--- config.mk ---
export PLATFORM = sky130hd
export DESIGN_NAME = api_frame_receive_parser_unit
export DESIGN_NICKNAME = d
export VERILOG_FILES = /design/src/design/arpu_pkg.sv /design/src/design/arpu_fsm.sv /design/src/design/api_frame_receive_parser_unit.sv
export SDC_FILE = /design/constraint.sdc
export NUM_CORES = 1
export LEC_CHECK = 0
export ABC_AREA = 1
export BUFFER_PORTS_ARGS = -buffer_cell sky130_fd_sc_hd__buf_2
export CELL_PAD_IN_SITES_DETAIL_PLACEMENT = 0
export CELL_PAD_IN_SITES_GLOBAL_PLACEMENT = 1
export CORE_MARGIN = 4
export CORE_UTILIZATION = 40
export DETAILED_ROUTE_END_ITERATION = 16
export PLACE_DENSITY_LB_ADDON = 0.3
export RECOVER_POWER = 25
export SLEW_MARGIN = 20
export SYNTH_ARGS = -nofsm -noshare
export SYNTH_HDL_FRONTEND = slang
export SYNTH_HIERARCHICAL = 1
export SYNTH_SLANG_ARGS = --single-unit
--- constraint.sdc ---
create_clock -name clk -period 2.4 [get_ports clk]
set_clock_uncertainty 0.1 [all_clocks]
set_input_delay 0 -clock clk [delete_from_list [all_inputs] [get_ports clk]]
set_output_delay 0 -clock clk [all_outputs]
set_load 0.01 [all_outputs]
--- src/design/arpu_pkg.sv ---
// Shared constants and result word type for the API receive frame parser.
package arpu_pkg;

	localparam logic [7:0] START_BYTE = 8'h7E;
	localparam logic [7:0] RX16_TYPE = 8'h81;
	localparam logic [15:0] HEADER_LEN = 16'd5;

	localparam logic KIND_PAYLOAD = 1'b0;
	localparam logic KIND_END = 1'b1;

	typedef struct packed {
		logic        valid;
		logic        kind;
		logic [15:0] source_address;
		logic [7:0]  payload_byte;
		logic [15:0] byte_index;
		logic        payload_last;
		logic [7:0]  frame_checksum;
	} arpu_result_t;

endpackage

--- src/design/arpu_fsm.sv ---
// Frame parse state machine: one byte per step, zero or one result word.
module arpu_fsm (
	input  logic                 clk,
	input  logic                 arst_n,
	input  logic                 step,
	input  logic [7:0]           rx_byte,
	output arpu_pkg::arpu_result_t res
);

	typedef enum logic [3:0] {
		PH_HUNT   = 4'd0,
		PH_LEN_HI = 4'd1,
		PH_LEN_LO = 4'd2,
		PH_TYPE   = 4'd3,
		PH_SRC_HI = 4'd4,
		PH_SRC_LO = 4'd5,
		PH_RSSI   = 4'd6,
		PH_OPT    = 4'd7,
		PH_DATA   = 4'd8,
		PH_CSUM   = 4'd9
	} phase_t;

	phase_t      phase_q;
	logic [15:0] length_q;
	logic [15:0] count_q;
	logic [15:0] addr_q;

	logic [15:0] count_next;
	logic        last;

	assign count_next = count_q + 16'd1;
	assign last = (count_next >= length_q);

	always_comb begin
		res = '0;
		res.source_address = addr_q;
		case (phase_q)
			PH_DATA: begin
				res.valid = 1'b1;
				res.kind = arpu_pkg::KIND_PAYLOAD;
				res.payload_byte = rx_byte;
				res.byte_index = count_q;
				res.payload_last = last;
			end
			PH_CSUM: begin
				res.valid = 1'b1;
				res.kind = arpu_pkg::KIND_END;
				res.frame_checksum = rx_byte;
			end
			default: begin
				res.valid = 1'b0;
			end
		endcase
	end

	always_ff @(posedge clk or negedge arst_n) begin
		if (!arst_n) begin
			phase_q <= PH_HUNT;
			length_q <= '0;
			count_q <= '0;
			addr_q <= '0;
		end else if (step) begin
			case (phase_q)
				PH_LEN_HI: begin
					length_q <= {rx_byte, 8'h00};
					phase_q <= PH_LEN_LO;
				end
				PH_LEN_LO: begin
					length_q <= {length_q[15:8], rx_byte};
					phase_q <= PH_TYPE;
				end
				PH_TYPE: begin
					// other frame types: keep waiting, length untouched
					if (rx_byte == arpu_pkg::RX16_TYPE) begin
						if (length_q <= arpu_pkg::HEADER_LEN)
							length_q <= '0;
						else
							length_q <= length_q - arpu_pkg::HEADER_LEN;
						phase_q <= PH_SRC_HI;
					end
				end
				PH_SRC_HI: begin
					addr_q <= {rx_byte, 8'h00};
					phase_q <= PH_SRC_LO;
				end
				PH_SRC_LO: begin
					addr_q <= {addr_q[15:8], rx_byte};
					phase_q <= PH_RSSI;
				end
				PH_RSSI: begin
					phase_q <= PH_OPT;
				end
				PH_OPT: begin
					count_q <= '0;
					phase_q <= (length_q == '0) ? PH_CSUM : PH_DATA;
				end
				PH_DATA: begin
					if (last) begin
						count_q <= '0;
						phase_q <= PH_CSUM;
					end else begin
						count_q <= count_next;
					end
				end
				PH_CSUM: begin
					phase_q <= PH_HUNT;
				end
				default: begin
					phase_q <= (rx_byte == arpu_pkg::START_BYTE) ? PH_LEN_HI : PH_HUNT;
				end
			endcase
		end
	end

endmodule

--- src/design/api_frame_receive_parser_unit.sv ---
// Top level: input byte register, frame parser and output word register.
// A byte accepted into the input register drives the parser, and its result word is
// registered in the output word register, from which it can be taken.
// Throughput: one byte per cycle, bounded only by the output handshake.
// A byte that makes no word moves on even while a result word waits at the output.
// Reset (arst_n low, asynchronous) empties both registers and returns the
// parser to start-byte hunting with length, count and address cleared.
module api_frame_receive_parser_unit (
	input  logic        clk,
	input  logic        arst_n,
	input  logic        in_valid,
	output logic        in_ready,
	input  logic [7:0]  rx_byte,
	output logic        out_valid,
	input  logic        out_ready,
	output logic        kind,
	output logic [15:0] source_address,
	output logic [7:0]  payload_byte,
	output logic [15:0] byte_index,
	output logic        payload_last,
	output logic [7:0]  frame_checksum
);

	logic                  valid_s1;
	logic [7:0]            byte_s1;
	logic                  advance;
	arpu_pkg::arpu_result_t res;
	arpu_pkg::arpu_result_t out_q;

	// byte in s1 moves on unless it makes a word and the output is blocked
	assign advance = valid_s1 && (!res.valid || !out_q.valid || out_ready);
	assign in_ready = !valid_s1 || advance;

	always_ff @(posedge clk or negedge arst_n) begin
		if (!arst_n)
			valid_s1 <= 1'b0;
		else if (in_ready)
			valid_s1 <= in_valid;
	end

	always_ff @(posedge clk) begin
		if (in_ready && in_valid)
			byte_s1 <= rx_byte;
	end

	arpu_fsm u_fsm (
		.clk     (clk),
		.arst_n  (arst_n),
		.step    (advance),
		.rx_byte (byte_s1),
		.res     (res)
	);

	always_ff @(posedge clk or negedge arst_n) begin
		if (!arst_n) begin
			out_q <= '0;
		end else if (advance && res.valid) begin
			out_q <= res;
		end else if (out_ready) begin
			out_q.valid <= 1'b0;
		end
	end

	assign out_valid = out_q.valid;
	assign kind = out_q.kind;
	assign source_address = out_q.source_address;
	assign payload_byte = out_q.payload_byte;
	assign byte_index = out_q.byte_index;
	assign payload_last = out_q.payload_last;
	assign frame_checksum = out_q.frame_checksum;

endmodule

==> results_dict.tcl, run 1 <==
set metrics [dict create \
    syn-mean-instance-area_um2 7.820 \
    placement_rows 45 \
    cell_internal_pwr_w 0.004612 \
    clockRootBuffer "sky130_fd_sc_hd__clkbuf_16" \
    grt_use_met2_pct 30.50 \
    hold_path.class "input port to register" \
    endpoint_kind "register" \
    crit_fanout 8 \
    clk-insertion-delay-late_ps 360 \
    final-hold-violation-count 0 \
    min_period_over_period_pct 108.0 \
    worst_ir_drop_vdd_mv 0.4858 \
    grt_overflow 0 \
    timing.fmax_ghz 0.3858 \
    total_leakage_power_nw 4.067 \
    timing.final.ws_setup_ps -192.0 \
    die_area_um2 17710 \
    synth.largest_area_cell "sky130_fd_sc_hd__dfrtp_1" \
    grt_start_max_net_pins 58 \
    first_global_vias 5345 \
    detail_route.wirelength_mm 16.78 \
    synthDistinctLibCells 34 \
    placed_area_um2 7015 \
    slowest_stage "sky130_fd_sc_hd__dfrtp_1" \
    place_congestion 0.9041 \
    clock_tree.buffer_depth 2 \
    unrepaired_setup_endpoints_after_global_routing "yes" \
    maxSlewViolCount 0 \
    worst-setup-path-type "register to register" \
    drv.max_cap_violation_count 0 \
    io_buffers 63 \
    report.final.setup_viol 21 \
    use_met1_pct 27.07 \
    floorplan.initialDensity_pct 41.00 \
    clkSinkCount 112 \
    powerDensity_nw_per_um2 1052 \
    yosysSeqAreaShare_pct 45.44 \
    synth_top_area_share_pct 41.60 \
    chipHeight_um 133.1 \
    total_number_of_h_tree_levels 3 \
    design.core.area_um2 15260 \
    max_stage_delay_ps 380 \
    place_hpwl_mm 12.03 \
    post_layout_nonfiller_instances 1121 \
    grt_first_pass_wirelength_mm 27.39 \
    synthToLayoutAreaGrowth_pct 21.12 \
    cp_data_required_time_ps 2580 \
    yosys-top-cells-area "sky130_fd_sc_hd__dfrtp_1, sky130_fd_sc_hd__nand2_1, sky130_fd_sc_hd__nor2_1, sky130_fd_sc_hd__nand4_1, sky130_fd_sc_hd__inv_1" \
    drt-initial-drc-count 402 \
    drt_first_pass_iters 5 \
    die_width_um 133.1 \
    worstRegToRegCells 17 \
    clock_tree_from_tritoncts "built" \
    holdPathStages 2 \
    place.detailed.instances 1087 \
    violated_checks "setup timing" \
    drt.antenna.violating_nets 0 \
    vias_per_cell 4.953 \
    worst_ep_arrival_time_ps 2770 \
    cts.clk_slew.worst_paths_ps 80 \
    grt_use_met3_pct 2.510 \
    pwr-share-comb_pct 47.0 \
    detailroute.via_count 5552 \
    power_frac_clock_pct 18.1 \
    power_switching_share_pct 42.12 \
    total_switching_power_w 0.003356 \
    synth.net_count 832 \
    period_needed_ps 2592 \
    num-nets-final 937 \
    io_pins 64 \
    route.detailed.drc 0 \
    synth.ff_latch_count 112 \
    relSlewSlack_pct 5.222 \
    number_of_instances_in_the_synthesized_netlist 800 \
    hold_slack_ps 239.4 \
    grt_util_all_layers_pct 19.19 \
    tritoncts.num_buffers 9 \
    antenna_found_initial 0 \
    syn_area_um2 6256 \
    run_status "complete, but fails checks" \
    grt-busiest-layer "met2" \
    drt-wirelength-per-cell_um 14.97 \
    regToRegSetupSlack_ps -190 \
    critPathLaunchType "register" \
    drive_gt1_share_pct 20.99 \
    ys_warn_count 6 \
    worstMarginPinSlew_ps 1422 \
    finalInstanceArea_um2 7577 \
    crit_chain "ha_2, nand3_2, nor2_2, nand2_2, nor2_2, nand3_1, nand2_1, inv_1, ha_1, nand2_1, inv_1, nand2_1, a21oi_1, nor2_2, nand4_1, buf_4, o21bai_1" \
    antenna-diode-count 0 \
    seq_power_share_pct 34.9 \
]
-- cells in the final DEF, fill, tap and decap left out, types with 5 or more instances in the layout --
master and n:
sky130_fd_sc_hd__nand2_1 220, sky130_fd_sc_hd__dfrtp_1 104, sky130_fd_sc_hd__nor2_1 101, sky130_fd_sc_hd__inv_1 89
sky130_fd_sc_hd__buf_2 62, sky130_fd_sc_hd__nand4_1 58, sky130_fd_sc_hd__buf_4 47, sky130_fd_sc_hd__nand3_1 24
sky130_fd_sc_hd__o21ai_0 17, sky130_fd_sc_hd__o21bai_1 17, sky130_fd_sc_hd__ha_1 17, sky130_fd_sc_hd__xor2_1 15
sky130_fd_sc_hd__nand2_2 14, sky130_fd_sc_hd__dlygate4sd3_1 11, sky130_fd_sc_hd__nor2_2 11, sky130_fd_sc_hd__inv_2 10
sky130_fd_sc_hd__clkbuf_16 9, sky130_fd_sc_hd__a21oi_1 9, sky130_fd_sc_hd__edfxtp_1 8, sky130_fd_sc_hd__nor3_1 8
sky130_fd_sc_hd__a21boi_1 8, sky130_fd_sc_hd__o21ai_2 8, sky130_fd_sc_hd__o22ai_1 5
-- metrics by stage --
stage               setup WS [ps]  TNS, ps  total power [W]  utilization (%)
finish                     -192.0    -3365         0.007968            49.66
global route               -378.7    -7424         0.008654            49.66
CTS                        -186.3    -3467         0.007892            49.06
detailed placement         -233.8    -4415         0.006301            45.98
global placement           -192.2    -3088         0.006205            45.98
floorplan                  -71.70   -585.7         0.005122                -
-- power by group through the flow --
| stage | registers, W | logic, W | clock network (W) |
|---|---|---|---|
| after floorplan | 0.00276 | 0.00237 | 0 |
| after global placement | 0.00279 | 0.00342 | 0 |
| after detailed placement | 0.00281 | 0.00350 | 0 |
| after CTS | 0.00277 | 0.00361 | 0.00151 |
| after global routing | 0.00285 | 0.00422 | 0.00158 |
| final | 0.00278 | 0.00375 | 0.00144 |
-- flip-flops by register name, summed over array words and instances (netlist names) --
| register | cells |
|---|---|
| payload_last | 1 |
| payload_byte | 8 |
| u_fsm/length_q | 16 |
| byte_index | 16 |
| u_fsm/phase_q | 4 |
| out_valid | 1 |
| kind | 1 |
| valid_s1 | 1 |
| frame_checksum | 8 |
| byte_s1 | 8 |
| u_fsm/addr_q | 16 |
| u_fsm/count_q | 16 |
| source_address | 16 |
-- synth_stat cells --
cell type / instances
sky130_fd_sc_hd__a21boi_1: 8
sky130_fd_sc_hd__a21oi_1: 10
sky130_fd_sc_hd__a22oi_1: 1
sky130_fd_sc_hd__and2_1: 1
sky130_fd_sc_hd__buf_2: 19
sky130_fd_sc_hd__buf_4: 1
sky130_fd_sc_hd__buf_6: 7
sky130_fd_sc_hd__clkbuf_1: 3
sky130_fd_sc_hd__dfrtp_1: 104
sky130_fd_sc_hd__edfxtp_1: 8
sky130_fd_sc_hd__ha_1: 20
sky130_fd_sc_hd__inv_1: 94
sky130_fd_sc_hd__inv_2: 5
sky130_fd_sc_hd__nand2_1: 231
sky130_fd_sc_hd__nand2_2: 4
sky130_fd_sc_hd__nand2_4: 2
sky130_fd_sc_hd__nand3_1: 27
sky130_fd_sc_hd__nand3_2: 1
sky130_fd_sc_hd__nand3_4: 1
sky130_fd_sc_hd__nand3b_1: 2
sky130_fd_sc_hd__nand4_1: 58
sky130_fd_sc_hd__nor2_1: 109
sky130_fd_sc_hd__nor2_2: 3
sky130_fd_sc_hd__nor2_4: 2
sky130_fd_sc_hd__nor3_1: 8
sky130_fd_sc_hd__nor3_2: 1
sky130_fd_sc_hd__nor3_4: 2
sky130_fd_sc_hd__o21ai_0: 19
sky130_fd_sc_hd__o21ai_1: 1
sky130_fd_sc_hd__o21ai_2: 8
sky130_fd_sc_hd__o21bai_1: 17
sky130_fd_sc_hd__o22ai_1: 5
sky130_fd_sc_hd__or2_4: 1
sky130_fd_sc_hd__xor2_1: 17
-- critical path, delay by kind of cell, from the launching register on --
family / cells / cell delay, ps
fa+ha+maj: 2 / 470
buf+inv: 3 / 320
simple gates: 10 / 1050
flops: 1 / 380
compound gates: 2 / 200
-- what timing repair did --
action,CTS,global route
hold buffers,11,0
gates resized for setup,14,18
pin swaps,1,2
setup buffers,1,4
gates cloned,0,2
setup endpoints to repair,21,70
endpoints found under the hold margin,64,0
-- logic make-up after synthesis --
logic type / count (synthesis) / share of synthesized area, %
compound gates: 69 / 7.140
xor+xnor: 17 / 2.380
fa+ha+maj: 20 / 4.000
buf+inv: 129 / 9.020
flops: 112 / 45.44
simple gates: 453 / 32.02
-- layer usage --
metal	wire [um]	part of all wire (%)
met1	8062	48
met2	7759	46
met3	650	3.9
met4	312	1.9
met5	0	0
-- worst paths after layout --
check / startpoint / endpoint
max: u_fsm/count_q[0] / u_fsm/count_q[2]
max reg2reg: u_fsm/count_q[0] / u_fsm/count_q[2]
min reg2reg: frame_checksum[7] / frame_checksum[7]
min in group asynchronous: arst_n / source_address[12]
min: rx_byte[3] / byte_s1[3]
max in group asynchronous: arst_n / u_fsm/length_q[7]
-- cell type report --
cell class	instances	area [um^2]
fillers	1488	7681
multi-input cells	560	3005
flip-flops and latches	112	2843
repair buffers	123	809.5
inverters	99	371.6
well taps	211	264.0
clock buffers	10	229.0
clock inverters	6	55.05
No activity file was read; power rests on OpenSTA's default activity.
==> inputs of run 2 (changes only) <==
==> constraint.sdc (replaced) <==
create_clock -name clk -period 2.4 [get_ports clk]
set_clock_uncertainty 0.1 [all_clocks]
set_input_delay 0.24 -clock clk [delete_from_list [all_inputs] [get_ports clk]]
set_output_delay 0.24 -clock clk [all_outputs]
set_load 0.01 [all_outputs]
==> run 2 against run 1 <==
Compared with the run above:
- the flow still finishes with violations (setup timing)
- critical path type unchanged
- non-clock buffer count up 7
- critical path depth fell by 3
- core utilization up 1.2 points
- fmax fell by 3.5%
- final cell count is 0.62% higher
- clock-buffer cell count fell by 1
- clock power about the same
- first-iteration DRC count shrank 5.5%
- die area unchanged
- via count grew 0.56%
- final area up 2.4%
==> results_dict.tcl, run 2 (synthesis results as in run 1) <==
set metrics [dict create \
    run_status "complete, but fails checks" \
    violated_checks "setup timing" \
    crit_fanout 8 \
    endpoint_kind "register" \
    most_frequent_standard_cell_in_the_layout_excluding_fill_and_tap_cells "sky130_fd_sc_hd__nand2_1" \
    critPathLaunchType "register" \
    detailroute.via_count 5583 \
    clock_tree_from_tritoncts "built" \
    io_pins 64 \
    timing.fmax_ghz 0.3722 \
    design.core.area_um2 15260 \
    placement_rows 45 \
    drt_first_pass_iters 5 \
    timing.final.ws_setup_ps -286.6 \
    first_global_vias 5413 \
    clk-insertion-delay-late_ps 360 \
    cp_data_required_time_ps 2570 \
    grt_util_all_layers_pct 19.22 \
    drt-wirelength-per-cell_um 14.95 \
    setup.worst_path.start "u_fsm/count_q[0]" \
    place_congestion 0.9162 \
    post-route-util_pct 50.84 \
    fillCellCount 1474 \
    unrepaired_setup_endpoints_after_global_routing "yes" \
    final_cell_mix "sky130_fd_sc_hd__nand2_1, sky130_fd_sc_hd__dfrtp_1, sky130_fd_sc_hd__nor2_1" \
    grt_start_max_net_pins 52 \
    antenna-diode-count 0 \
    min_period_over_period_pct 111.9 \
    vias_per_cell 4.949 \
    relSlewSlack_pct 44.89 \
    drt-initial-drc-count 380 \
    worst_ir_drop_vdd_mv 0.5428 \
    final-hold-violation-count 0 \
    max_stage_delay_ps 390 \
    worstMarginPinSlew_ps 826.7 \
    tritoncts.num_buffers 9 \
    total_number_of_h_tree_levels 3 \
    clock_tree.buffer_depth 2 \
    drive_gt1_share_pct 23.88 \
    crit_chain "ha_2, nand3_4, buf_4, inv_1, nand4_1, xor2_2, inv_1, ha_1, nand4_1, a21oi_2, nor2_2, nand4_1, buf_4, o21bai_1" \
    multiInputGateArea_um2 3144 \
    cp_common_cell "sky130_fd_sc_hd__nand4_1" \
    detail_route.wirelength_mm 16.86 \
    antenna_found_initial 0 \
    chipHeight_um 133.1 \
    route.detailed.drc 0 \
    clockRootBuffer "sky130_fd_sc_hd__clkbuf_16" \
    floorplan.initialDensity_pct 41.00 \
    grt_first_pass_wirelength_mm 27.54 \
    area.sequential_um2 2843 \
    cts.clk_slew.worst_paths_ps 80 \
    fin_tns_setup_ps -4963 \
    total_leakage_power_nw 4.108 \
    drt.antenna.violating_nets 0 \
    rr_startpoint "u_fsm/count_q[0]" \
    io_buffers 63 \
    place_hpwl_mm 11.99 \
    holdCritStartpoint "out_ready" \
    synthToLayoutAreaGrowth_pct 24.00 \
    num-nets-final 944 \
    maxSlewViolCount 0 \
    worst_ep_arrival_time_ps 2860 \
    drv.max_cap_violation_count 0 \
    clkSinkCount 112 \
    powerDensity_nw_per_um2 1057 \
    die_area_um2 17710 \
    worst-setup-path-type "register to register" \
    grt_overflow 0 \
    hold_slack_ps 115.4 \
    hold_path.class "input port to register" \
    die_width_um 133.1 \
    report.final.setup_viol 21 \
    slowest_stage "sky130_fd_sc_hd__dfrtp_1" \
    period_needed_ps 2687 \
]
run 2: cell types whose count changed in the layout (fill, tap and decap cells not counted), sizes merged:
cell	before	now
buf	111	118
clkinvlp	0	2
clkinv	5	4
dlygate4sd3	11	10
run 2: path summary, 6_finish.rpt:
check | endpoint | slack [ps] | cells after the start
max in group asynchronous | u_fsm/length_q[14] | 590 | 3
min | valid_s1 | 120 | 4
min reg2reg | byte_index[6] | 360 | 2
min in group asynchronous | source_address[12] | 410 | 2
max reg2reg | u_fsm/count_q[7] | -290 | 14
max | u_fsm/count_q[7] | -290 | 14
run 2: per-layer routing:
layer  vias up  track usage, %  share of wire (%)
li1       2800               -                  -
met1      2619           27.14                 47
met2       134           29.63                 46
met3        30           3.118                4.4
met4         0           7.448                2.5
met5         -               0                  0
run 2: layout make-up:
cell class	instances	share of cell area [%]
clock buffers	9	2.903
clock inverters	7	0.7581
inverters	99	4.790
multi-input cells	560	40.53
flip-flops and latches	112	36.65
well taps	211	3.403
repair buffers	130	10.97
run 2: repair_timing:
action                                 in CTS  in global routing
cloned                                      0                  2
pin swaps                                   1                 19
hold buffers                               10                  0
endpoints found under the hold margin      40                  0
setup buffers                               4                  6
gates resized for setup                    10                 46
setup endpoints to repair                  21                 94
run 2: worst max-delay path: cells and delay by family, from the launching register on:
| kind | cells | cell delay [ps] |
|---|---|---|
| AO/OA/AOI/OAI | 2 | 190 |
| XOR/XNOR | 1 | 240 |
| adder cells (fa/ha/maj) | 2 | 490 |
| buffers and inverters | 4 | 500 |
| flip-flops | 1 | 390 |
| AND/OR/NAND/NOR | 5 | 700 |
run 2: stage by stage:
step / setup WS (ps) / total power, W / area (um^2) / cells
after floorplan: -71.70 / 0.005122 / 6297 / 800
after global placement: -167.8 / 0.006229 / 7038 / 1090
after detailed placement: -262.2 / 0.006346 / 7038 / 1090
after CTS: -186.4 / 0.007919 / 7496 / 1120
after global routing: -430.1 / 0.008934 / 7757 / 1128
final: -286.6 / 0.008202 / 7757 / 1128
run 2: report_power, final:
part / switching, W / internal, W / total [W]
Combinational: 0.00237 / 0.00162 / 0.00399
Sequential: 0.000376 / 0.00238 / 0.00276
Clock: 0.000737 / 0.000716 / 0.00145
Total: 0.00348 / 0.00472 / 0.00820
